$ cat src/hdl/arsym_pkg.sv
`default_nettype none
// ----------------------------------------------------------------------------
// arsym_pkg
// Shared constants and types for the address range symbol table: table
// capacity, command codes, the item that moves along the cell chain and the
// entry write bus.
// ----------------------------------------------------------------------------
package arsym_pkg;

    localparam int CAPACITY = 16;
    localparam int IDX_W    = $clog2(CAPACITY);

    localparam logic [1:0] MODE_REGISTER   = 2'd0;
    localparam logic [1:0] MODE_UNREGISTER = 2'd1;
    localparam logic [1:0] MODE_LOOKUP     = 2'd2;
    localparam logic [1:0] MODE_CLEAR      = 2'd3;

    // Item travelling down the chain, with what the cells found so far.
    typedef struct packed {
        logic             active;
        logic [1:0]       mode;
        logic [63:0]      address;
        logic [31:0]      region_size;
        logic [15:0]      symbol_id;
        logic             match_found;
        logic [IDX_W-1:0] match_idx;
        logic             free_found;
        logic [IDX_W-1:0] free_idx;
        logic             best_valid;
        logic [63:0]      best_start;
        logic [31:0]      best_len;
        logic [15:0]      best_sym;
    } pkt_t;

    // Entry update broadcast to every cell.
    typedef struct packed {
        logic             set;
        logic             drop;
        logic             clear_all;
        logic [IDX_W-1:0] index;
        logic [63:0]      start;
        logic [31:0]      length;
        logic [15:0]      symbol;
    } wr_t;

endpackage
`default_nettype wire

$ cat src/hdl/arsym_cell.sv
`default_nettype none
// ----------------------------------------------------------------------------
// arsym_cell
// One table entry. Updates the passing item with start match, free slot and
// best lookup candidate, and registers it for the next cell.
// ----------------------------------------------------------------------------
module arsym_cell
    import arsym_pkg::*;
(
    input  wire logic             clk,
    input  wire logic             rst_n,
    input  wire logic [IDX_W-1:0] cell_index,
    input  wire pkt_t             pkt_in,
    input  wire wr_t              wr,
    output pkt_t                  pkt_out
);

    logic        valid_reg;
    logic [63:0] start_reg;
    logic [31:0] length_reg;
    logic [15:0] symbol_reg;

    logic        active_reg;
    pkt_t        body_reg;
    pkt_t        body_next;
    logic        sel;

    assign sel = (wr.index == cell_index);

    always_comb
    begin
        body_next = pkt_in;
        if (valid_reg && start_reg == pkt_in.address && !pkt_in.match_found)
        begin
            body_next.match_found = 1'b1;
            body_next.match_idx   = cell_index;
        end
        if (!valid_reg && !pkt_in.free_found)
        begin
            body_next.free_found = 1'b1;
            body_next.free_idx   = cell_index;
        end
        // starts are unique, so a strict compare never ties
        if (valid_reg && start_reg <= pkt_in.address &&
            (!pkt_in.best_valid || start_reg > pkt_in.best_start))
        begin
            body_next.best_valid = 1'b1;
            body_next.best_start = start_reg;
            body_next.best_len   = length_reg;
            body_next.best_sym   = symbol_reg;
        end
    end

    always_ff @(posedge clk or negedge rst_n)
    begin
        if (!rst_n)
        begin
            valid_reg  <= 1'b0;
            active_reg <= 1'b0;
        end
        else
        begin
            active_reg <= pkt_in.active;
            if (wr.clear_all)
            begin
                valid_reg <= 1'b0;
            end
            else if (wr.set && sel)
            begin
                valid_reg <= 1'b1;
            end
            else if (wr.drop && sel)
            begin
                valid_reg <= 1'b0;
            end
        end
    end

    always_ff @(posedge clk)
    begin
        body_reg <= body_next;
        if (wr.set && sel)
        begin
            start_reg  <= wr.start;
            length_reg <= wr.length;
            symbol_reg <= wr.symbol;
        end
    end

    always_comb
    begin
        pkt_out        = body_reg;
        pkt_out.active = active_reg;
    end

endmodule
`default_nettype wire

$ cat config.mk
export PLATFORM = sky130hd
export DESIGN_NAME = arsym_cell
export DESIGN_NICKNAME = d
export VERILOG_FILES = /design/src/hdl/arsym_pkg.sv /design/src/hdl/arsym_cell.sv
export SDC_FILE = /design/constraint.sdc
export NUM_CORES = 1
export LEC_CHECK = 0
export BUFFER_PORTS_ARGS = -buffer_cell sky130_fd_sc_hd__clkbuf_2
export CORE_AREA = 5 5 233 235
export CTS_CLUSTER_SIZE = 8
export DETAILED_ROUTE_END_ITERATION = 16
export DIE_AREA = 0 0 238 240
export GPL_TIMING_DRIVEN = 0
export SLEW_MARGIN = 20
export SYNTH_ARGS = -nofsm -noshare
export SYNTH_HDL_FRONTEND = slang
export SYNTH_SLANG_ARGS = --single-unit
$ cat constraint.sdc
create_clock -name clk -period 3.85 [get_ports clk]
set_clock_uncertainty 0.05 [all_clocks]
set_input_delay 0 -clock clk [delete_from_list [all_inputs] [get_ports clk]]
set_output_delay 0 -clock clk [all_outputs]
set_load 0.05 [all_outputs]
==> impl_results.md, run 1 <==
* Vias in the first global route at 13028
* Area Overhead vs Synth at 72.0%
* Worst-path clk slew at 0.05 ns
* Relative slew slack at 57.3%
* Worst setup path start: start_reg[53]
* Post-synth top area share at 35.6%
* CP arrival at 4.12 ns
* TritonRoute pass-1 iters at 4
* Hold Path Class: in2reg
* Min-Delay Path Depth at 2
* Cts bufs inserted at 50
* First-pass GRT wire length at 73600 µm
* Final ANT Viol Nets at 0
* Register area share after synthesis at 61.2%
* Crit path buf inv count at 2
* GRT overflow at 0
* Critical path's largest stage delay at around 0.54 ns
* Req. time, crit path at ~4.3 ns
* R2R Setup Slk at 0.14 ns
* FMAX at 269 MHz
* Synth Warn # at 0
* R2r startpoint: start_reg[53]
* Placed Cells incl. Taps at approximately 2300
* Post-Syn Area at 13300 µm²
* Gpl congestion at 0.827
* Leakage at about 0.011 µW
* WL/cell at 18.4 µm
* Std-Cell Rows at 84
* Layout cells sized above 1 at 39.6%
* Main synth FF type: dfxtp_1
* Measured slew at the worst slew-check pin at between 0.6 and 0.7 ns
* Cell Chain, Critical Path: ha_4 -> nand4_1 -> or4_4 -> or4_4 -> nor2_4 -> nand4_1 -> or2_1 -> nand3b_4 -> buf_12 -> buf_12 -> mux2_4
* Post-synth ARST share at 0.570%
* Initial antenna violation count at 10
* R2R depth at 11
* Worst vdd ir at 0.350 mV
* Pwr per Cell Area at 430 nW/µm²
* Die Height at 240 µm
* Worst-path maximum fanout at 10
* Kind of cell adding the most delay to the critical path: simple AND/OR/NAND/NOR gates
* Synthesized instance count at 960
* Post-synth top area cell: dfxtp_1
* Slowest cell on crit path: or4_4
* Largest net degree at the start of global routing at 50
* I/O pin count at 601
* Clock sinks at 351
* Chip width at 238 µm
* Core area at 52000 µm²
* Worst Setup EP: pkt_out[109]
* Area contributors post-synth: dfxtp_1 36%, edfxtp_1 25%, ha_1 12%, mux2_4 9.0%, inv_1 3.6%
* Port Buffers at 600
* Full die area at 57100 µm²
* Fin nets at 2517
* Starting density of the core at ~26%
* EDFF count, synth at 112
* Final period utilization at 96.4%
* H-Tree Depth at 2
* Syn_area_per_cell at about 14 µm²
* #FFs+latches synth at 351
* CTS tree: done
* Startpoint types: flip-flop
* Post-synthesis cell type count at 43
* Crit. End Element: flip-flop
* Max Slew Vio Count at 0
* Syn_nets at 1451
* Max reg flops at 237
* DRC viols at 0
* RSZ-0062 raised after global routing: false
* Final design utilization at between 40 and 50%
* Latest clock arrival within the worst-skew pair at approximately 0.58 ns
* Final setup vio count at 0
* WP depth at 11
* Total number of vias at 11510
* Post-DP HPWL at 35500 µm
* Clk buf depth at 3
* DR iter-0 viols at 322
* WS Path Type: reg2reg
* Tot Pwr at 9850 µW
* Status: completed
* Post-route insts no fill at between 2000 and 3000
* Post-place instance area at 17300 µm²
* Clk root buf: clkbuf_16
* Max_cap viols at 0
* Vias per cell at 4.18
* Hold Vio Cnt, Final at 0
* Hold_ws at 0.0384 ns
* Overall routing resource usage at between 10% and 20%
* Final Critical Period at 3.71 ns
* Final WL at 50500 µm
* Fin area at roughly 23000 µm²
* Reg2Reg Capture Point: pkt_out[109]
## kinds of logic (layout without fill, tap and decap cells)
kind of cell	after synthesis	count (layout)	synth area share (%)
compound gates	91	91	4.13
xor+xnor	4	4	0.263
fa+ha+maj	128	128	12.0
buf+inv	141	1240	5.16
flops	351	351	61.2
mux	120	120	12.4
other cells	0	6	0
simple gates	125	125	4.86
## area by class of cell
cell class | count | area, µm²
Clock buffer | 82 | 1410
Fill cell | 4564 | 29100
Timing Repair Buffer | 1015 | 7180
Buffer | 12 | 203
Sequential cell | 351 | 8160
Clock inverter | 3 | 55.1
Multi-Input combinational cell | 468 | 4570
Antenna cell | 6 | 15.0
Inverter | 128 | 480
Tap cell | 688 | 861
## power by group
group | internal [µW] | switching [µW] | total, µW
logic | 698 | 948 | 1650
registers | 4010 | 77.1 | 4090
clock network | 2490 | 1630 | 4120
## cells in the final DEF (no fill, tap or decap), types with 6 or more instances in the layout
master / instances
clkbuf_2: 600
dlygate4sd3_1: 402
dfxtp_1: 237
inv_1: 128
ha_1: 127
edfxtp_1: 112
mux2_4: 80
clkbuf_16: 51
a21oi_1: 48
mux2_2: 40
nand2_1: 39
clkbuf_1: 29
nand4_1: 21
nand3_1: 16
nor2_1: 14
o21ai_0: 14
buf_4: 13
buf_12: 10
diode_2: 6
and4_1: 6
## timing repair
item                                    4_1_cts  5_1_grt
buffers inserted                             10        0
hold buffers                                402        0
pin swaps                                     8        3
hold endpoints to repair                    384        0
cloned                                        1        0
endpoints found under the setup margin      112       87
gates resized for setup                       8        5
## synth_stat cells (2+ instances only)
cell      number
a211oi_1       5
a21boi_0       2
a21o_1         5
a21oi_1       48
a221o_1        2
a221oi_1       5
and4_1         6
buf_12         9
buf_4          3
dfrtp_1        2
dfxtp_1      237
edfxtp_1     112
ha_1         128
inv_1        128
mux2_2        40
mux2_4        80
nand2_1       39
nand2b_1       4
nand3_1       16
nand4_1       21
nor2_1        14
nor2b_1        4
nor3_1         7
nor4_1         6
o211ai_1       2
o21ai_0       14
o22ai_1        2
xor2_1         4
## worst register-to-register path: stages, from the launching register on
cell,delay (ns)
edfxtp_1,0.50
ha_4,0.32
nand4_1,0.14
or4_4,0.54
or4_4,0.49
nor2_4,0.15
nand4_1,0.20
or2_1,0.32
nand3b_4,0.20
buf_12,0.19
buf_12,0.17
mux2_4,0.33
## metrics by stage
stage,worst slack (ns),TNS [ns]
floorplan,0.212,0
global placement,-1.89,-237.44
detailed placement,-0.367,-33.67
CTS,0.0225,0
global route,0.00310,0
finish,0.139,0
## per-layer routing
layer / share of wire (%) / track usage (%) / wire length, µm
met1: 38 / 18.0 / 19100
met2: 53 / 31.1 / 26600
met3: 6.2 / 4.75 / 3120
met4: 3.3 / 6.05 / 1690
met5: 0.091 / 0 / 46
## worst min path at each step
stage,startpoint,to
2_1_floorplan,rst_n,active_reg
3_3_place_gp,rst_n,active_reg
3_5_place_dp,rst_n,active_reg
4_1_cts,pkt_in[157],pkt_out[157]
5_1_grt,pkt_in[211],pkt_out[211]
6_report,pkt_in[128],pkt_out[128]
(Power assumes the default switching activity.)
==> run 2: changes to the inputs <==
--- a/config.mk
+++ b/config.mk
@@ -6,11 +6,12 @@
 export NUM_CORES = 1
 export LEC_CHECK = 0
 export BUFFER_PORTS_ARGS = -buffer_cell sky130_fd_sc_hd__clkbuf_2
-export CORE_AREA = 5 5 233 235
+export CORE_AREA = 5 5 230 232
 export CTS_CLUSTER_SIZE = 8
 export DETAILED_ROUTE_END_ITERATION = 16
-export DIE_AREA = 0 0 238 240
+export DIE_AREA = 0 0 235 237
 export GPL_TIMING_DRIVEN = 0
+export SKIP_LAST_GASP = 1
 export SLEW_MARGIN = 20
 export SYNTH_ARGS = -nofsm -noshare
 export SYNTH_HDL_FRONTEND = slang
==> constraint.sdc (replaced) <==
create_clock -name clk -period 3.15 [get_ports clk]
set_clock_uncertainty 0.05 [all_clocks]
set_input_delay 0 -clock clk [delete_from_list [all_inputs] [get_ports clk]]
set_output_delay 0 -clock clk [all_outputs]
set_load 0.05 [all_outputs]
==> run 2 against run 1 <==
  * The flow now finishes with violations (setup timing)
  * Via count grew 1.6%
  * Register-to-register slack lost 0.69 ns
  * Non-clock buffer count grew 17
  * Sequential share of layout area shrank 0.43 points
  * Die area shrank 2.5%
  * Utilization grew 1.6 points
  * Hold slack gained 0.0026 ns
  * Wire length grew 2.7%
  * Largest cell class unchanged
  * Highest routed layer unchanged
==> impl_results.md, run 2 (synthesis gave the netlist of run 1 again) <==
* I/O pin count at between 600 and 700
* Layout cells sized above 1 at 39.8%
* Core area at 50800 µm²
* CTS tree: done
* Final setup vio count at 112
* Measured slew at the worst slew-check pin at 0.825 ns
* Chip width at 235 µm
* Max_cap viols at 0
* Slowest cell on crit path: or4_4
* Cts bufs inserted at 50
* Clk root buf: clkbuf_16
* Fin area at about 23000 µm²
* Cell Chain, Critical Path: ha_4 -> nand4_1 -> or4_4 -> or4_4 -> nor2_4 -> nand4_1 -> or2_1 -> nand3b_4 -> buf_6 -> buf_16 -> buf_12 -> mux2_4
* CP arrival at 4.10 ns
* Worst-path maximum fanout at 10
* Overall routing resource usage at about 18%
* Leakage at 0.0113 µW
* Kind of cell adding the most delay to the critical path: simple AND/OR/NAND/NOR gates
* Req. time, crit path at 3.55 ns
* Total number of vias at ~12000
* GRT overflow at 0
* Clock sinks at ~350
* WL/cell at about 19 µm
* Crit path buf inv count at 3
* Final ANT Viol Nets at 0
* Area Overhead vs Synth at 74.1%
* Max Slew Vio Count at 0
* Max reg flops at 237
* Largest net degree at the start of global routing at 45
* Fin nets at 2534
* Initial antenna violation count at 5
* Violated checks: setup timing
* Post-place instance area at about 17000 µm²
* Critical path's largest stage delay at 0.56 ns
* Vias in the first global route at 13133
* Status: finished with violations
* H-Tree Depth at 2
* Worst Slack Setup Final at -0.550 ns
* Tot Pwr at roughly 12000 µW
* Starting density of the core at 26.3%
* GRT met3 Usage at under 10%
* Commonest non-fill, non-tap cell in the layout: clkbuf_2
* Final period utilization at 117%
* DR iter-0 viols at 363
* Dpl ws at -0.868 ns
* Met2 Use GR at between 30% and 40%
* Worst vdd ir at about 0.43 mV
* WS Path Type: reg2reg
* DRC viols at 0
* Hold Path Class: in2reg
* Latest clock arrival within the worst-skew pair at 0.58 ns
* Final WL at ~52000 µm
* GRT busiest layer: met2
* TritonRoute pass-1 iters at 5
* Startpoint types: flip-flop
* FMAX at 270 MHz
* First-pass GRT wire length at 77200 µm
* Std-Cell Rows at between 80 and 90
* Gpl congestion at 0.929
* Pwr per Cell Area at 520 nW/µm²
* RSZ-0062 raised after global routing: true
* Crit. End Element: flip-flop
* Die Height at 237 µm
* GR Util met1 at between 10% and 20%
* Setup_tns at -54.06 ns
* Post-DP HPWL at 35800 µm
* Commonest cells after routing, fill and taps aside: 600 x clkbuf_2, 405 x dlygate4sd3_1, 237 x dfxtp_1
* Final Critical Period at around 3.7 ns
* Clk buf depth at 3
* Relative slew slack at between 40% and 50%
* Worst-path clk slew at roughly 0.060 ns
* Filler cells at 4415
* Port Buffers at 600
* Hold Vio Cnt, Final at 0
* Full die area at roughly 56000 µm²
* Vias per cell at 4.23
## run 2: worst reg2reg max path, stage by stage, from the launching register on
cell	delay (ns)
edfxtp_1	0.51
ha_4	0.33
nand4_1	0.11
or4_4	0.56
or4_4	0.49
nor2_4	0.15
nand4_1	0.20
or2_1	0.31
nand3b_4	0.12
buf_6	0.12
buf_16	0.15
buf_12	0.17
mux2_4	0.31
## run 2: repair_timing
| item | in CTS | in global routing |
|---|---|---|
| setup buffers | 17 | 3 |
| cloned | 4 | 3 |
| setup endpoints to repair | 116 | 116 |
| gates resized for setup | 27 | 7 |
| hold endpoints to repair | 353 | 0 |
| hold buffers | 405 | 0 |
| pin swaps | 3 | 4 |
## run 2: final cells by class
| class | count | area [µm²] | share of cell area, % |
|---|---|---|---|
| buffer | 12 | 223 | 0.960 |
| clock buffer | 87 | 1410 | 6.08 |
| inverter | 128 | 480 | 2.07 |
| tap | 680 | 851 | 3.67 |
| timing repair buffer | 1032 | 7450 | 32.1 |
| multi-input combinational | 468 | 4590 | 19.8 |
| clock inverter | 3 | 41.3 | 0.178 |
| sequential | 351 | 8160 | 35.1 |
| antenna | 2 | 5.00 | 0.0216 |
## run 2: power by group
| group | switching, µW | internal (µW) |
|---|---|---|
| Sequential | 96.8 | 4900 |
| Clock | 2000 | 3020 |
| Combinational | 1170 | 868 |
## run 2: path summary, 6_finish.rpt
path | from | slack, ns | cells after the start | end
worst max register to register | start_reg[63] | -0.55 | 12 | pkt_out[63]
worst min-delay path | pkt_in[157] | 0.04 | 2 | pkt_out[157]
max in group asynchronous | rst_n | 2.51 | 3 | active_reg
min in group asynchronous | rst_n | 0.33 | 3 | valid_reg
worst max-delay path | start_reg[63] | -0.55 | 12 | pkt_out[63]
worst min register to register | length_reg[25] | 0.42 | 1 | pkt_out[41]
## run 2: stage by stage
stage,utilization [%],hold WS (ns),std cells
3_3_place_gp,33.9,-0.228,2240
5_1_grt,45.7,0.0111,2761
3_5_place_dp,34.0,-0.230,2242
6_report,45.7,0.0410,2763
4_1_cts,45.5,0.00102,2758
2_1_floorplan,-,-0.346,960
## run 2: metal layers
metal  up-vias  part of all wire [%]  wire, µm
met5         -                 0.013         7
li1       5558                     -         -
met4         2                   3.2      1650
met2       465                    52     27000
met3       110                   7.0      3610
met1      5558                    38     19600
==> run 3: changes to the inputs <==
--- a/config.mk
+++ b/config.mk
@@ -5,7 +5,7 @@
 export SDC_FILE = /design/constraint.sdc
 export NUM_CORES = 1
 export LEC_CHECK = 0
-export BUFFER_PORTS_ARGS = -buffer_cell sky130_fd_sc_hd__clkbuf_2
+export BUFFER_PORTS_ARGS = -buffer_cell sky130_fd_sc_hd__buf_2
 export CORE_AREA = 5 5 230 232
 export CTS_CLUSTER_SIZE = 8
 export DETAILED_ROUTE_END_ITERATION = 16
==> run 3 against run 2 <==
  * The flow still finishes with violations (setup timing)
  * Critical path type unchanged
  * Worst setup slack better by 0.013 ns
  * First-iteration DRC count fell by 10%
  * Combinational power rose by 2%
  * Global-route usage rose by 0.15 points
  * Design area rose by 1.6%
  * Sequential share of layout area decreased by 0.57 points
  * Utilization increased by 0.75 points
  * Non-clock buffer count up 16
  * Register-to-register slack hardly changed
  * Wire length rose by 2.6%
==> impl_results.md, run 3 (synthesis gave the netlist of run 1 again) <==
* Clk buf depth at 3
* Area Overhead vs Synth at 76.9%
* GRT overflow at 0
* DRC viols at 0
* Cts bufs inserted at 50
* DR iter-0 viols at 325
* CP arrival at 4.09 ns
* Clock sinks at 351
* Final period utilization at 117%
* Pwr per Cell Area at 514 nW/µm²
* Latest clock arrival within the worst-skew pair at ~0.57 ns
* Hold Path Class: in2reg
* Cell Chain, Critical Path: ha_4 -> nand4_1 -> or4_4 -> or4_4 -> nor2_4 -> nand4_1 -> or2_1 -> nand3b_4 -> buf_12 -> bufbuf_16 -> mux2_4
* Max reg flops at 237
* Reg2Reg Capture Point: pkt_out[104]
* Leakage at 0.0114 µW
* Chip width at about 240 µm
* Post-DP HPWL at 36100 µm
* Worst Slack Setup Final at -0.536 ns
* Crit path buf inv count at 2
* Fin nets at 2550
* Critical path's largest stage delay at 0.51 ns
* Final setup vio count at 112
* R2R Setup Slk at -0.54 ns
* WP depth at 11
* Clk root buf: clkbuf_16
* Kind of cell adding the most delay to the critical path: simple AND/OR/NAND/NOR gates
* Initial antenna violation count at 5
* Vias per cell at 4.24
* Hold Vio Cnt, Final at 0
* Worst-path clk slew at 0.05 ns
* RSZ-0062 raised after global routing: true
* Full die area at 55700 µm²
* Final WL at 53200 µm
* Max Slew Vio Count at 0
* Violated checks: setup timing
* Startpoint types: flip-flop
* Die Height at 237 µm
* Total number of vias at 11779
* Crit. End Element: flip-flop
* CTS tree: done
* Overall routing resource usage at 18.0%
* Vias in the first global route at 13247
* R2r startpoint: start_reg[57]
* Starting density of the core at 26.3%
* Worst vdd ir at 0.443 mV
* WL/cell at ~19 µm
* R2R depth at 11
* Largest net degree at the start of global routing at 43
* First-pass GRT wire length at about 78000 µm
* Gpl congestion at 0.955
* I/O pin count at 601
* Worst Setup EP: pkt_out[104]
* Port Buffers at 600
* Req. time, crit path at 3.55 ns
* Final ANT Viol Nets at 0
* Std-Cell Rows at 83
* Worst setup path start: start_reg[57]
* Commonest non-fill, non-tap cell in the layout: buf_2
* Setup_tns at -55.06 ns
* Measured slew at the worst slew-check pin at ~0.94 ns
* Worst-path maximum fanout at 9
* WS Path Type: reg2reg
* Commonest cells after routing, fill and taps aside: 600 x buf_2, 418 x dlygate4sd3_1, 237 x dfxtp_1
* Relative slew slack at a little over a third
* FMAX at 271 MHz
* Dpl ws at -0.886 ns
* H-Tree Depth at 2
* Core area at 50800 µm²
* Layout cells sized above 1 at 39.8%
* Status: finished with violations
* Hold_ws at 0.0293 ns
* Slowest cell on crit path: or4_4
* Max_cap viols at 0
* TritonRoute pass-1 iters at 4
* Final Critical Period at 3.69 ns
## run 3: changes by cell type in the layout (fill, tap and decap cells not counted), moves of 2 or more
cell / change
buf_2: +600
clkbuf_2: -600
mux2_2: -28
mux2_4: +28
dlygate4sd3_1: +13
bufbuf_16: +4
buf_12: +3
buf_8: -3
clkbuf_8: +3
buf_16: -2
## run 3: routing by layer
metal | global-route usage, % | wire length [µm] | up-vias
li1 | - | - | 5588
met3 | 5.64 | 3780 | 151
met1 | 19.8 | 20000 | 5553
met2 | 32.2 | 27200 | 483
met5 | 0 | 22 | -
met4 | 7.61 | 2260 | 4
## run 3: where the power goes
part	total (µW)	switching, µW	internal (µW)
logic	2080	1170	906
clock network	5040	2010	3030
registers	4990	90.6	4900
total	12100	3280	8840
## run 3: worst min path at each step
stage	startpoint	to	cells after the start	slack, ns
6_report	pkt_in[236]	pkt_out[236]	2	0.03
5_1_grt	pkt_in[236]	pkt_out[236]	2	0.007
3_5_place_dp	rst_n	active_reg	1	-0.23
4_1_cts	pkt_in[205]	pkt_out[205]	2	0.0002
3_3_place_gp	rst_n	active_reg	1	-0.23
2_1_floorplan	rst_n	active_reg	0	-0.35
## run 3: stage by stage
step,utilization [%],power (µW),area [µm²],cells
final,46.5,12100,23600,2779
after global routing,46.4,12600,23600,2778
after CTS,45.8,12200,23300,2763
after detailed placement,34.0,6650,17300,2242
after global placement,33.9,6630,17200,2240
after floorplan,-,6060,13400,960
## run 3: final cells by class
type	instances	area [µm²]
Fill cell	4427	27200
Sequential cell	351	8160
Timing Repair Buffer	1049	7710
Multi-Input combinational cell	468	4720
Clock buffer	88	1420
Tap cell	680	851
Inverter	128	480
Buffer	11	203
Clock inverter	2	36.3
Antenna cell	2	5.00
## run 3: timing repair
action	4_1_cts	5_1_grt
setup endpoints to repair	116	116
hold endpoints to repair	353	0
pin swaps	3	3
hold buffers	418	0
buffers inserted	9	12
cloned	5	4
resized for setup	18	39
