## src/hdl/arsym_pkg.sv

```systemverilog
`default_nettype none
// ----------------------------------------------------------------------------
// arsym_pkg
// Shared constants and types for the address range symbol table: table
// capacity, command codes, the item that moves along the cell chain and the
// entry write bus.
// ----------------------------------------------------------------------------
package arsym_pkg;

    localparam int CAPACITY = 16;
    localparam int IDX_W    = $clog2(CAPACITY);

    localparam logic [1:0] MODE_REGISTER   = 2'd0;
    localparam logic [1:0] MODE_UNREGISTER = 2'd1;
    localparam logic [1:0] MODE_LOOKUP     = 2'd2;
    localparam logic [1:0] MODE_CLEAR      = 2'd3;

    // Item travelling down the chain, with what the cells found so far.
    typedef struct packed {
        logic             active;
        logic [1:0]       mode;
        logic [63:0]      address;
        logic [31:0]      region_size;
        logic [15:0]      symbol_id;
        logic             match_found;
        logic [IDX_W-1:0] match_idx;
        logic             free_found;
        logic [IDX_W-1:0] free_idx;
        logic             best_valid;
        logic [63:0]      best_start;
        logic [31:0]      best_len;
        logic [15:0]      best_sym;
    } pkt_t;

    // Entry update broadcast to every cell.
    typedef struct packed {
        logic             set;
        logic             drop;
        logic             clear_all;
        logic [IDX_W-1:0] index;
        logic [63:0]      start;
        logic [31:0]      length;
        logic [15:0]      symbol;
    } wr_t;

endpackage
`default_nettype wire

```

## src/hdl/arsym_if.sv

```systemverilog
`default_nettype none
// ----------------------------------------------------------------------------
// arsym_if
// Valid/ready channels of the address range symbol table: the command
// channel and the result channel.
// ----------------------------------------------------------------------------
interface arsym_req_if;
    logic        valid;
    logic        ready;
    logic [1:0]  mode;
    logic [63:0] address;
    logic [31:0] region_size;
    logic [15:0] symbol_id;

    modport source (output valid, output mode, output address, output region_size,
                    output symbol_id, input ready);
    modport sink   (input valid, input mode, input address, input region_size,
                    input symbol_id, output ready);
endinterface

interface arsym_rsp_if;
    logic        valid;
    logic        ready;
    logic        hit;
    logic [63:0] found_start;
    logic [31:0] found_size;
    logic [15:0] found_id;
    logic        table_full;

    modport source (output valid, output hit, output found_start, output found_size,
                    output found_id, output table_full, input ready);
    modport sink   (input valid, input hit, input found_start, input found_size,
                    input found_id, input table_full, output ready);
endinterface
`default_nettype wire

```

## src/hdl/arsym_ctrl.sv

```systemverilog
`default_nettype none
// ----------------------------------------------------------------------------
// arsym_ctrl
// Sequencer: injects an item into the chain, applies the table update when
// it leaves the chain, forms the result and holds it in the output register.
// ----------------------------------------------------------------------------
module arsym_ctrl
    import arsym_pkg::*;
(
    input  wire logic   clk,
    input  wire logic   rst_n,
    arsym_req_if.sink   req,
    arsym_rsp_if.source rsp,
    output pkt_t        inject,
    input  wire pkt_t   tail,
    output wr_t         wr
);

    localparam logic [1:0] ST_IDLE  = 2'd0;
    localparam logic [1:0] ST_RUN   = 2'd1;
    localparam logic [1:0] ST_DRAIN = 2'd2;

    logic [1:0]  state_reg;
    logic [1:0]  state_next;
    pkt_t        hold_reg;
    logic        out_valid_reg;
    logic        out_load;
    logic        hit_reg;
    logic [63:0] start_out_reg;
    logic [31:0] size_out_reg;
    logic [15:0] id_out_reg;
    logic        full_reg;
    logic        hit_now;
    logic [63:0] offset;

    assign req.ready = (state_reg == ST_IDLE);

    always_comb
    begin
        inject             = '0;
        inject.active      = req.valid && req.ready;
        inject.mode        = req.mode;
        inject.address     = req.address;
        inject.region_size = req.region_size;
        inject.symbol_id   = req.symbol_id;
    end

    // update from the finished item; existing start wins over a free slot
    always_comb
    begin
        wr           = '0;
        wr.index     = tail.match_found ? tail.match_idx : tail.free_idx;
        wr.start     = tail.address;
        wr.length    = tail.region_size;
        wr.symbol    = tail.symbol_id;
        if (state_reg == ST_RUN && tail.active)
        begin
            wr.set       = (tail.mode == MODE_REGISTER) &&
                           (tail.match_found || tail.free_found);
            wr.drop      = (tail.mode == MODE_UNREGISTER) && tail.match_found;
            wr.clear_all = (tail.mode == MODE_CLEAR);
        end
    end

    assign out_load = (state_reg == ST_DRAIN) && (!out_valid_reg || rsp.ready);
    assign offset   = hold_reg.address - hold_reg.best_start;
    assign hit_now  = (hold_reg.mode == MODE_LOOKUP) && hold_reg.best_valid &&
                      (offset < {32'd0, hold_reg.best_len});

    always_comb
    begin
        state_next = state_reg;
        case (state_reg)
            ST_IDLE:
            begin
                if (req.valid)
                begin
                    state_next = ST_RUN;
                end
            end
            ST_RUN:
            begin
                if (tail.active)
                begin
                    state_next = ST_DRAIN;
                end
            end
            ST_DRAIN:
            begin
                if (out_load)
                begin
                    state_next = ST_IDLE;
                end
            end
            default:
            begin
                state_next = ST_IDLE;
            end
        endcase
    end

    always_ff @(posedge clk or negedge rst_n)
    begin
        if (!rst_n)
        begin
            state_reg     <= ST_IDLE;
            out_valid_reg <= 1'b0;
        end
        else
        begin
            state_reg <= state_next;
            if (out_load)
            begin
                out_valid_reg <= 1'b1;
            end
            else if (rsp.ready)
            begin
                out_valid_reg <= 1'b0;
            end
        end
    end

    always_ff @(posedge clk)
    begin
        if (state_reg == ST_RUN && tail.active)
        begin
            hold_reg <= tail;
        end
        if (out_load)
        begin
            hit_reg       <= hit_now;
            start_out_reg <= hit_now ? hold_reg.best_start : 64'd0;
            size_out_reg  <= hit_now ? hold_reg.best_len : 32'd0;
            id_out_reg    <= hit_now ? hold_reg.best_sym : 16'd0;
            full_reg      <= (hold_reg.mode == MODE_REGISTER) &&
                             !hold_reg.match_found && !hold_reg.free_found;
        end
    end

    assign rsp.valid       = out_valid_reg;
    assign rsp.hit         = hit_reg;
    assign rsp.found_start = start_out_reg;
    assign rsp.found_size  = size_out_reg;
    assign rsp.found_id    = id_out_reg;
    assign rsp.table_full  = full_reg;

endmodule
`default_nettype wire

```

## src/flat_wrapper.sv

```systemverilog
// flat-port wrapper written by rule: the top's interface ports become plain ports
module arsym_ctrl_flat import arsym_pkg::*;
  (clk, rst_n, inject, tail, wr, req_valid, req_mode, req_address, req_region_size, req_symbol_id, req_ready, rsp_valid, rsp_hit, rsp_found_start, rsp_found_size, rsp_found_id, rsp_table_full, rsp_ready);
  arsym_req_if req_i ();
  arsym_rsp_if rsp_i ();
  input  wire logic clk;
  input  wire logic rst_n;
  output pkt_t inject;
  input  wire pkt_t tail;
  output wr_t wr;
  input wire logic [$bits(req_i.valid)-1:0] req_valid;
  input wire logic [$bits(req_i.mode)-1:0] req_mode;
  input wire logic [$bits(req_i.address)-1:0] req_address;
  input wire logic [$bits(req_i.region_size)-1:0] req_region_size;
  input wire logic [$bits(req_i.symbol_id)-1:0] req_symbol_id;
  output wire logic [$bits(req_i.ready)-1:0] req_ready;
  output wire logic [$bits(rsp_i.valid)-1:0] rsp_valid;
  output wire logic [$bits(rsp_i.hit)-1:0] rsp_hit;
  output wire logic [$bits(rsp_i.found_start)-1:0] rsp_found_start;
  output wire logic [$bits(rsp_i.found_size)-1:0] rsp_found_size;
  output wire logic [$bits(rsp_i.found_id)-1:0] rsp_found_id;
  output wire logic [$bits(rsp_i.table_full)-1:0] rsp_table_full;
  input wire logic [$bits(rsp_i.ready)-1:0] rsp_ready;
  assign req_i.valid = req_valid;
  assign req_i.mode = req_mode;
  assign req_i.address = req_address;
  assign req_i.region_size = req_region_size;
  assign req_i.symbol_id = req_symbol_id;
  assign req_ready = req_i.ready;
  assign rsp_valid = rsp_i.valid;
  assign rsp_hit = rsp_i.hit;
  assign rsp_found_start = rsp_i.found_start;
  assign rsp_found_size = rsp_i.found_size;
  assign rsp_found_id = rsp_i.found_id;
  assign rsp_table_full = rsp_i.table_full;
  assign rsp_i.ready = rsp_ready;
  arsym_ctrl u_core (.clk(clk), .rst_n(rst_n), .req(req_i), .rsp(rsp_i), .inject(inject), .tail(tail), .wr(wr));
endmodule
```

## config.mk

```make
export PLATFORM = sky130hd
export DESIGN_NAME = arsym_ctrl_flat
export DESIGN_NICKNAME = d
export VERILOG_FILES = /design/src/hdl/arsym_pkg.sv /design/src/hdl/arsym_if.sv /design/src/hdl/arsym_ctrl.sv /design/src/flat_wrapper.sv
export SDC_FILE = /design/constraint.sdc
export NUM_CORES = 1
export LEC_CHECK = 0
export BUFFER_PORTS_ARGS = -buffer_cell sky130_fd_sc_hd__buf_4
export CAP_MARGIN = 5
export CORE_AREA = 2 2 324 326
export DETAILED_ROUTE_END_ITERATION = 8
export DIE_AREA = 0 0 326 328
export HOLD_SLACK_MARGIN = 0.05
export PLACE_DENSITY_LB_ADDON = 0.12
export SETUP_SLACK_MARGIN = 0.5
export SLEW_MARGIN = 5
export SYNTH_ARGS = -nofsm -noshare
export SYNTH_HDL_FRONTEND = slang
export SYNTH_SLANG_ARGS = --single-unit
```

## constraint.sdc

```tcl
create_clock -name clk -period 10.1 [get_ports clk]
set_clock_uncertainty 0.1 [all_clocks]
set_input_delay 3.03 -clock clk [delete_from_list [all_inputs] [get_ports clk]]
set_output_delay 3.03 -clock clk [all_outputs]
set_load 0.01 [all_outputs]
```

==> metrics list, run 1 <==
- The flow ran to the end, and the final reports show no timing, DRC or antenna violations.
- Setup repair after global routing left no endpoint under its margin.
- Mapped Area: 0.0186 mm^2
- The repair_antennas step left the layout with diodes totalling 0.
- Mean area per synthesized cell: 10.6 um^2
- For this configuration, the core starts out at a cell density of 0.180.
- At the pin with the least slew margin, the transition time is 0.995 ns.
* Number of buffers inserted by port buffering: 381
* Number of unique standard cell types used by synthesis: 79
- After clock tree synthesis, the clock-pin slew on the worst setup and hold paths is 0.06 ns.
- The min-delay analysis places its worst path in the category reg2reg.
* Count of unresolved DRC violations after routing: 0
- By startpoint and endpoint, the worst setup path is classified as in2out.
* Critical-path cell with the highest stage delay: sky130_fd_sc_hd__clkinvlp_4
- After floorplanning, the core was divided into 118 placement rows.
* Total wire length after detailed routing: 77.6 mm
- Achievable frequency: 126 MHz
- Reported max-cap violation count: 0
* # nets final: 2363
- TritonCTS built the clock tree.
- Critical path data required time: 6.97 ns
- Worst-path fanout max: 41
- In the final layout, the share of cells above drive strength 1 is 0.285.
- Half-perimeter wire length after detailed placement: 63.0 mm
- # hold bufs at CTS: 0
- The area growth from synthesis to layout is 19.2%.
- Measured against its own limit, the worst slew margin works out to 0.337.
* Num CTS Buffers: 39
- For this run, asynchronously set or reset flops after synthesis account for 0.0101.
- Counting flops and latches in the post-synthesis netlist gives 298.
* Vias after detailed routing: 13200
- Number of antenna violations at the first check in global routing: 6
- Element type at the critical path end: output port
- Number of synthesized flops with an enable pin: 295
- Cell type with the highest aggregate area in the netlist: sky130_fd_sc_hd__edfxtp_1
* Total Neg Setup Slack: 0 ns
* Final weighted congestion in routability-driven placement: 0.818
- For this run the aggregate overflow at the end of global routing stands at 0.
- Area fraction of the dominant cell type after synthesis: 0.476
- Per-cell via count in the routed design: 3.97
* Hold Violations, Final: 0
- Total number of yosys warnings: 0
- Via count of the first global-routing pass: 14100
* Max reg flops: 181
- Entering global routing, the biggest net connects 60 pins.
- Global-route wire length before repair: 107 mm
- 1st-iter DRT viols: 591
- Crit path arrival time: 4.81 ns
- Clock Tree Root: sky130_fd_sc_hd__clkbuf_16
* CP Cell Sequence: buf_4 > nand2_1 > or2_2 > clkinvlp_4 > and4b_1 > buf_4
- Width of the chip: 326 um
- By area the synthesized netlist is led by sky130_fd_sc_hd__edfxtp_1 48%, sky130_fd_sc_hd__buf_4 14%, sky130_fd_sc_hd__ha_1 6.3%.
* Cts repair resizes: 0
- Buffers from clock root to sink, at most: 3
- Total Routing Usage GR: 0.140
- For this run, the detailed router's first-pass iteration total came to 4.
- Number of routed nets with antenna violations: 0
- Most common cell on crit path: sky130_fd_sc_hd__buf_4
* Number of clock sinks: 298
- For this design the top-level I/O count stands at 829.
* Number of cells produced by synthesis: 1763
- The number of max-slew violations in the final report came to 0.
* Static Leak: 8.53 nW
- STA classifies the critical path startpoint as an input pin.
- The die is 328 um tall.
* H-Tree Depth: 2
- The design draws 3.95 mW.
- Critical Path Max Stage Delay: 0.75 ns
- Sequential area share after synthesis: 0.480
- Count of final setup violators: 0
* DIE AREA: 0.107 mm^2
* P per Cell Area: 178 mW/mm^2
- Worst supply voltage drop on vdd: 0.0000831 V
- Once the clock tree was built, the setup fixing pass inserted 0 buffers.
- After layout, the minimum clock period comes to 7.94 ns.
- Average wire per standard cell: 23.4 um
- For the worst-skew pair, the clock arrives at the later sink with an insertion delay of 0.57 ns.
- Of the available clock period, the critical path in the final layout requires 0.786.
* Placeable Area: 0.103 mm^2
- Most frequently used flop master after synthesis: sky130_fd_sc_hd__edfxtp_1
[Yosys cell counts, drive strengths merged, types with 5 or more instances]
master	number
xor2	23
o211ai	13
xnor2	21
buf	378
mux2	5
nor4	8
a211oi	10
o2111ai	6
nand2b	12
ha	94
o21a	16
nand2	194
a31oi	10
a21oi	102
o21bai	11
or3	6
and2	7
nand3	16
a21o	31
a2111oi	8
and3	6
o21ai	64
nand4	34
edfxtp	295
clkbuf	31
inv	110
nor3	129
nor2	65
[critical path: cells and delay by family]
family	cells	cell delay, ns
buf+inv	3	1.00
simple gates	3	0.77
[per-layer routing]
metal / wire length, um / GRT usage / up-vias / share of wire
met1: 27200 / 0.142 / 6355 / 0.35
met3: 6920 / 0.0572 / 155 / 0.089
met4: 2140 / 0.0426 / 16 / 0.028
met2: 40800 / 0.256 / 549 / 0.52
li1: - / - / 6103 / -
met5: 609 / 0.0359 / - / 0.0078
[worst paths after layout]
check	start	end	slack (ns)	depth (start not counted)
max	tail[237]	wr[117]	2.16	6
min	u_core.state_reg[1]$_DFFE_PN0P_	u_core.state_reg[0]$_DFFE_PN0P_	0.38	1
max reg2reg	u_core.hold_reg[50]$_DFFE_PP_	u_core.rsp.found_start[29]$_SDFFCE_PN0P_	3.34	23
min reg2reg	u_core.state_reg[1]$_DFFE_PN0P_	u_core.state_reg[0]$_DFFE_PN0P_	0.38	1
max in group asynchronous	rst_n	u_core.state_reg[1]$_DFFE_PN0P_	7.64	1
min in group asynchronous	rst_n	u_core.rsp.valid$_DFFE_PN0P_	2.16	1
[where the power goes]
part	total [mW]	internal (mW)	leakage, nW	switching [mW]
Sequential	1.53	1.48	2.72	0.0478
Clock	1.46	0.884	0.641	0.576
Combinational	0.956	0.335	5.17	0.621
Total	3.95	2.70	8.53	1.24
[logic make-up (layout without fill, tap and decap cells)]
group / after synthesis / count (layout) / share of synthesized area
xor gates and xnor gates: 44 / 44 / 0.0207
AOI/OAI and AO/OA: 308 / 308 / 0.110
adders and majority gates: 95 / 95 / 0.0642
muxes: 7 / 7 / 0.00410
other: 1 / 123 / 0.000201
DFF: 298 / 298 / 0.480
buffers and inverters: 519 / 576 / 0.180
and+or+nand+nor: 491 / 491 / 0.141
[layout make-up]
type | count | area, um^2
Clock buffer | 52 | 1090
Clock inverter | 19 | 220
Fill cell | 11300 | 81000
Inverter | 110 | 417
Multi-Input combinational cell | 1068 | 6850
Sequential cell | 298 | 8930
Tap cell | 1380 | 1730
Timing Repair Buffer | 395 | 2970
[through the flow]
step	utilization	area, um^2	cells	setup WS (ns)	hold slack [ns]
after CTS	0.215	22200	3322	2.01	0.384
after global placement	0.202	20900	3251	2.01	0.370
after detailed placement	0.202	20900	3251	2.02	0.369
after floorplan	-	19100	1885	0.590	0.342
final	0.215	22200	3322	2.16	0.376
after global routing	0.215	22200	3322	1.98	0.399
[cells in the final DEF (no fill, tap or decap), types with 21 or more instances in the layout]
master and n:
sky130_fd_sc_hd__xnor2_1 21, sky130_fd_sc_hd__xor2_1 22, sky130_fd_sc_hd__nand2_1 194, sky130_fd_sc_hd__edfxtp_1 295
sky130_fd_sc_hd__nand4_1 33, sky130_fd_sc_hd__inv_1 109, sky130_fd_sc_hd__ha_1 94, sky130_fd_sc_hd__nor2_1 64
sky130_fd_sc_hd__buf_4 395, sky130_fd_sc_hd__nor3_2 70, sky130_fd_sc_hd__o21ai_0 58, sky130_fd_sc_hd__a21oi_1 100
sky130_fd_sc_hd__a21o_1 31, sky130_fd_sc_hd__nor3_1 59, sky130_fd_sc_hd__clkbuf_16 41, sky130_fd_sc_hd__conb_1 123
No activity file was read; power rests on OpenSTA's default activity.
==> run 2, diff against run 1 <==
Clock period 10.1 ns to 6.87 ns, I/O delays scaled along.
==> run 2 against run 1 <==
  * Wire length is 0.94% lower
  * Critical endpoint is now u_core.rsp.found_size[13]$_SDFFCE_PN0P_
  * Sequential power grew 46%
  * Die area did not move
  * First-iteration DRC count rose by 21%
  * Global-route usage decreased by 0.094 points
  * Largest power group unchanged
==> metrics list, run 2 (synthesis results as in run 1) <==
- DIE AREA: 0.107 mm^2 (unchanged)
- Count of unresolved DRC violations after routing: 0 (unchanged)
- P per Cell Area: 257 mW/mm^2 (was 178 mW/mm^2)
* Number of antenna violations at the first check in global routing: 7 (was 6)
- Chip Height: 328 um (unchanged)
* Count of final max-slew check failures: 0 (unchanged)
- The max-capacitance violation count is 0 (unchanged).
* Tightest Pin Transition: 1.11 ns (was 0.995 ns)
- 1st-iter DRT viols: 716 (was 591)
* Critical path data required time: 7.14 ns (was 6.97 ns)
- The maximum vdd drop is 0.000132 V (was 0.0000831 V).
* Post-Place Setup Slack: 0.925 ns (was 2.02 ns)
* Post-layout utilization of the core: 0.215 (about the same)
- The number of I/O pins is 829 (unchanged).
- The area added between synthesis and finish is 19.0% (was 19.2%).
- Kind of critical path: reg2reg (was in2out)
* Count of final setup violators: 0 (unchanged)
* Total wire length after detailed routing: 76.9 mm (was 77.6 mm)
- The placer's final routability congestion estimate is 0.810 (was 0.818).
- Subtracting the final worst setup slack from the clock period gives 5.94 ns.
- The final instance area is 0.0222 mm^2 (about the same).
- The clock latency reported for the late side of the worst-skew pair was 0.57 ns (about the same).
- The max-slew headroom at the worst pin was 0.263 (was 0.337).
- Element type at the critical path end: flop (was output port)
- The data arrival time of the critical path is 6.22 ns (was 4.81 ns).
- Number of routed nets with antenna violations: 0 (unchanged)
- Buffers from clock root to sink, at most: 3 (unchanged)
- The total number of placement rows was 118 (unchanged).
* Number of buffers inserted by port buffering: 381 (unchanged)
- The number of H-tree levels was 2 (unchanged).
* Switching component of the power: 1.81 mW (was 1.24 mW)
- Static timing analysis puts the maximum clock frequency at 168 MHz.
- Vias after detailed routing: 13200 (about the same)
* Combinational Power Share: 0.248 (was 0.242)
- Leading cell types in the layout, fill and taps excluded: 392 x sky130_fd_sc_hd__buf_4, 295 x sky130_fd_sc_hd__edfxtp_1, 193 x sky130_fd_sc_hd__nand2_1, 123 x sky130_fd_sc_hd__conb_1, 109 x sky130_fd_sc_hd__inv_1 (was 395 x sky130_fd_sc_hd__buf_4, 295 x sky130_fd_sc_hd__edfxtp_1, 194 x sky130_fd_sc_hd__nand2_1, 123 x sky130_fd_sc_hd__conb_1, 109 x sky130_fd_sc_hd__inv_1).
- Placed Area: 0.0209 mm^2 (about the same)
- Fraction of layout cells with a size suffix above 1: 0.284 (was 0.285)
- Final WS setup: 0.926 ns (was 2.16 ns)
- The largest fanout on the critical path came to 113 (was 41).
- The number of search-and-repair iterations in the first detailed-routing pass is 5 (was 4).
* Run status: finished clean (unchanged)
- The number of CTS-inserted buffers came to 40 (was 39).
- The antenna diode instance count came to 0 (unchanged).
- Starting density of the core: 0.180 (unchanged)
- Via count of the first global-routing pass: 14000 (was 14100)
* Placeable Area: 0.103 mm^2 (unchanged)
- Static Leak: 8.49 nW (was 8.53 nW)
- The horizontal extent of the die came to 326 um (unchanged).
- The net switching fraction of the power came to 0.318 (was 0.316).
- Global-route congestion overflow total: 0 (unchanged)
- P_int: 3.88 mW (was 2.70 mW)
* Hold Violations, Final: 0 (unchanged)
- The clock root buffer master is sky130_fd_sc_hd__clkbuf_16 (unchanged).
* Clock tree from TritonCTS: done (unchanged)
- Half-perimeter wire length after detailed placement: 61.4 mm (was 63.0 mm)
- Hold crit path type: reg2reg (unchanged)
- Startpoint Class: flop (was input pin)
- The share of power burned in the clock network was 0.357 (was 0.370).
* Max reg flops: 181 (unchanged)
- The clock-pin slew reported for the worst setup and hold paths after clock tree synthesis came to 0.06 ns (about the same).
- Global-route wire length before repair: 106 mm (was 107 mm)
* Largest net degree at the start of global routing: 115 (was 60)
- Portion of the clock cycle consumed by the worst path in the final layout: 0.865
- The net total in the final layout was 2363 (unchanged).
- Leading cell type in the layout, fill and taps excluded: sky130_fd_sc_hd__buf_4 (unchanged)
* Average wire per standard cell: 23.2 um (was 23.4 um)
- The sequential power share was 0.395 (was 0.387).
* Final instance count without filler cells: 3318 (was 3322)
* Per-cell via count in the routed design: 3.99 (was 3.97)
- Placed cell count: 3250 (was 3251)
- The global router's overall resource usage is 0.139 (was 0.140).
* Unrepaired setup endpoints after global routing: false (unchanged)
* Number of clock sinks: 298 (unchanged)
[run 2: cell type report]
cell class,count,area [um^2]
fill,11300,81000
sequential,298,8930
multi-input combinational,1068,6870
timing repair buffer,394,2980
tap,1380,1730
clock buffer,51,1060
inverter,110,417
clock inverter,17,166
[run 2: path summary, 6_finish.rpt]
path                                                       from                                 endpoint  slack [ns]  cells after the start
worst max-delay path             u_core.hold_reg[171]$_DFFE_PP_  u_core.rsp.found_size[13]$_SDFFCE_PN0P_        0.93                     22
worst min-delay path            u_core.state_reg[1]$_DFFE_PN0P_          u_core.state_reg[0]$_DFFE_PN0P_        0.39                      1
worst max register to register   u_core.hold_reg[171]$_DFFE_PP_  u_core.rsp.found_size[13]$_SDFFCE_PN0P_        0.93                     22
worst min register to register  u_core.state_reg[1]$_DFFE_PN0P_          u_core.state_reg[0]$_DFFE_PN0P_        0.39                      1
max in group asynchronous                                 rst_n          u_core.state_reg[0]$_DFFE_PN0P_        5.40                      1
min in group asynchronous                                 rst_n             u_core.rsp.valid$_DFFE_PN0P_        1.18                      1
[run 2: repair_timing]
action                                  in CTS  in global routing
resized for setup                            0                  3
endpoints found under the setup margin       0                 49
hold buffers                                 0                  0
setup buffers                                0                  0
[run 2: through the flow]
stage	total power, mW	TNS (ns)	hold slack (ns)
floorplan	3.28	-1.11	0.350
finish	5.68	0	0.385
global route	6.02	0	0.413
global placement	3.74	0	0.371
CTS	5.83	0	0.384
detailed placement	3.73	0	0.386
[run 2: power by group through the flow]
stage / clock (mW) / combinational (mW) / sequential [mW]
global placement: 0 / 1.45 / 2.29
global route: 2.18 / 1.57 / 2.26
finish: 2.03 / 1.41 / 2.24
detailed placement: 0 / 1.44 / 2.29
CTS: 2.13 / 1.45 / 2.25
floorplan: 0 / 0.982 / 2.30
[run 2: routing by layer]
metal	wire [um]	part of all wire	track usage	vias up
met5	315	0.0041	0.0173	-
met4	2550	0.033	0.0471	22
met3	6630	0.086	0.0538	144
met2	40500	0.53	0.255	596
met1	26900	0.35	0.141	6373
li1	-	-	-	6097
[run 2: critical path, stage by stage (launching register included)]
cell                        delay, ns
sky130_fd_sc_hd__edfxtp_1        0.35
sky130_fd_sc_hd__inv_1           0.06
sky130_fd_sc_hd__ha_1            0.15
sky130_fd_sc_hd__inv_1           0.05
sky130_fd_sc_hd__fa_1            0.44
sky130_fd_sc_hd__a211oi_2        0.47
sky130_fd_sc_hd__o21ai_4         0.15
sky130_fd_sc_hd__a21bo_1         0.25
sky130_fd_sc_hd__a221oi_2        0.40
sky130_fd_sc_hd__o41ai_4         0.19
sky130_fd_sc_hd__xor2_1          0.18
sky130_fd_sc_hd__ha_1            0.30
sky130_fd_sc_hd__nand4_1         0.09
sky130_fd_sc_hd__a21oi_1         0.06
sky130_fd_sc_hd__a211oi_1        0.26
sky130_fd_sc_hd__o21ai_0         0.13
sky130_fd_sc_hd__a2111oi_0       0.43
sky130_fd_sc_hd__and4_1          0.24
sky130_fd_sc_hd__o2111ai_1       0.12
sky130_fd_sc_hd__nor4_2          0.35
sky130_fd_sc_hd__o2111ai_4       0.18
sky130_fd_sc_hd__buf_12          0.30
sky130_fd_sc_hd__nor3_1          0.35
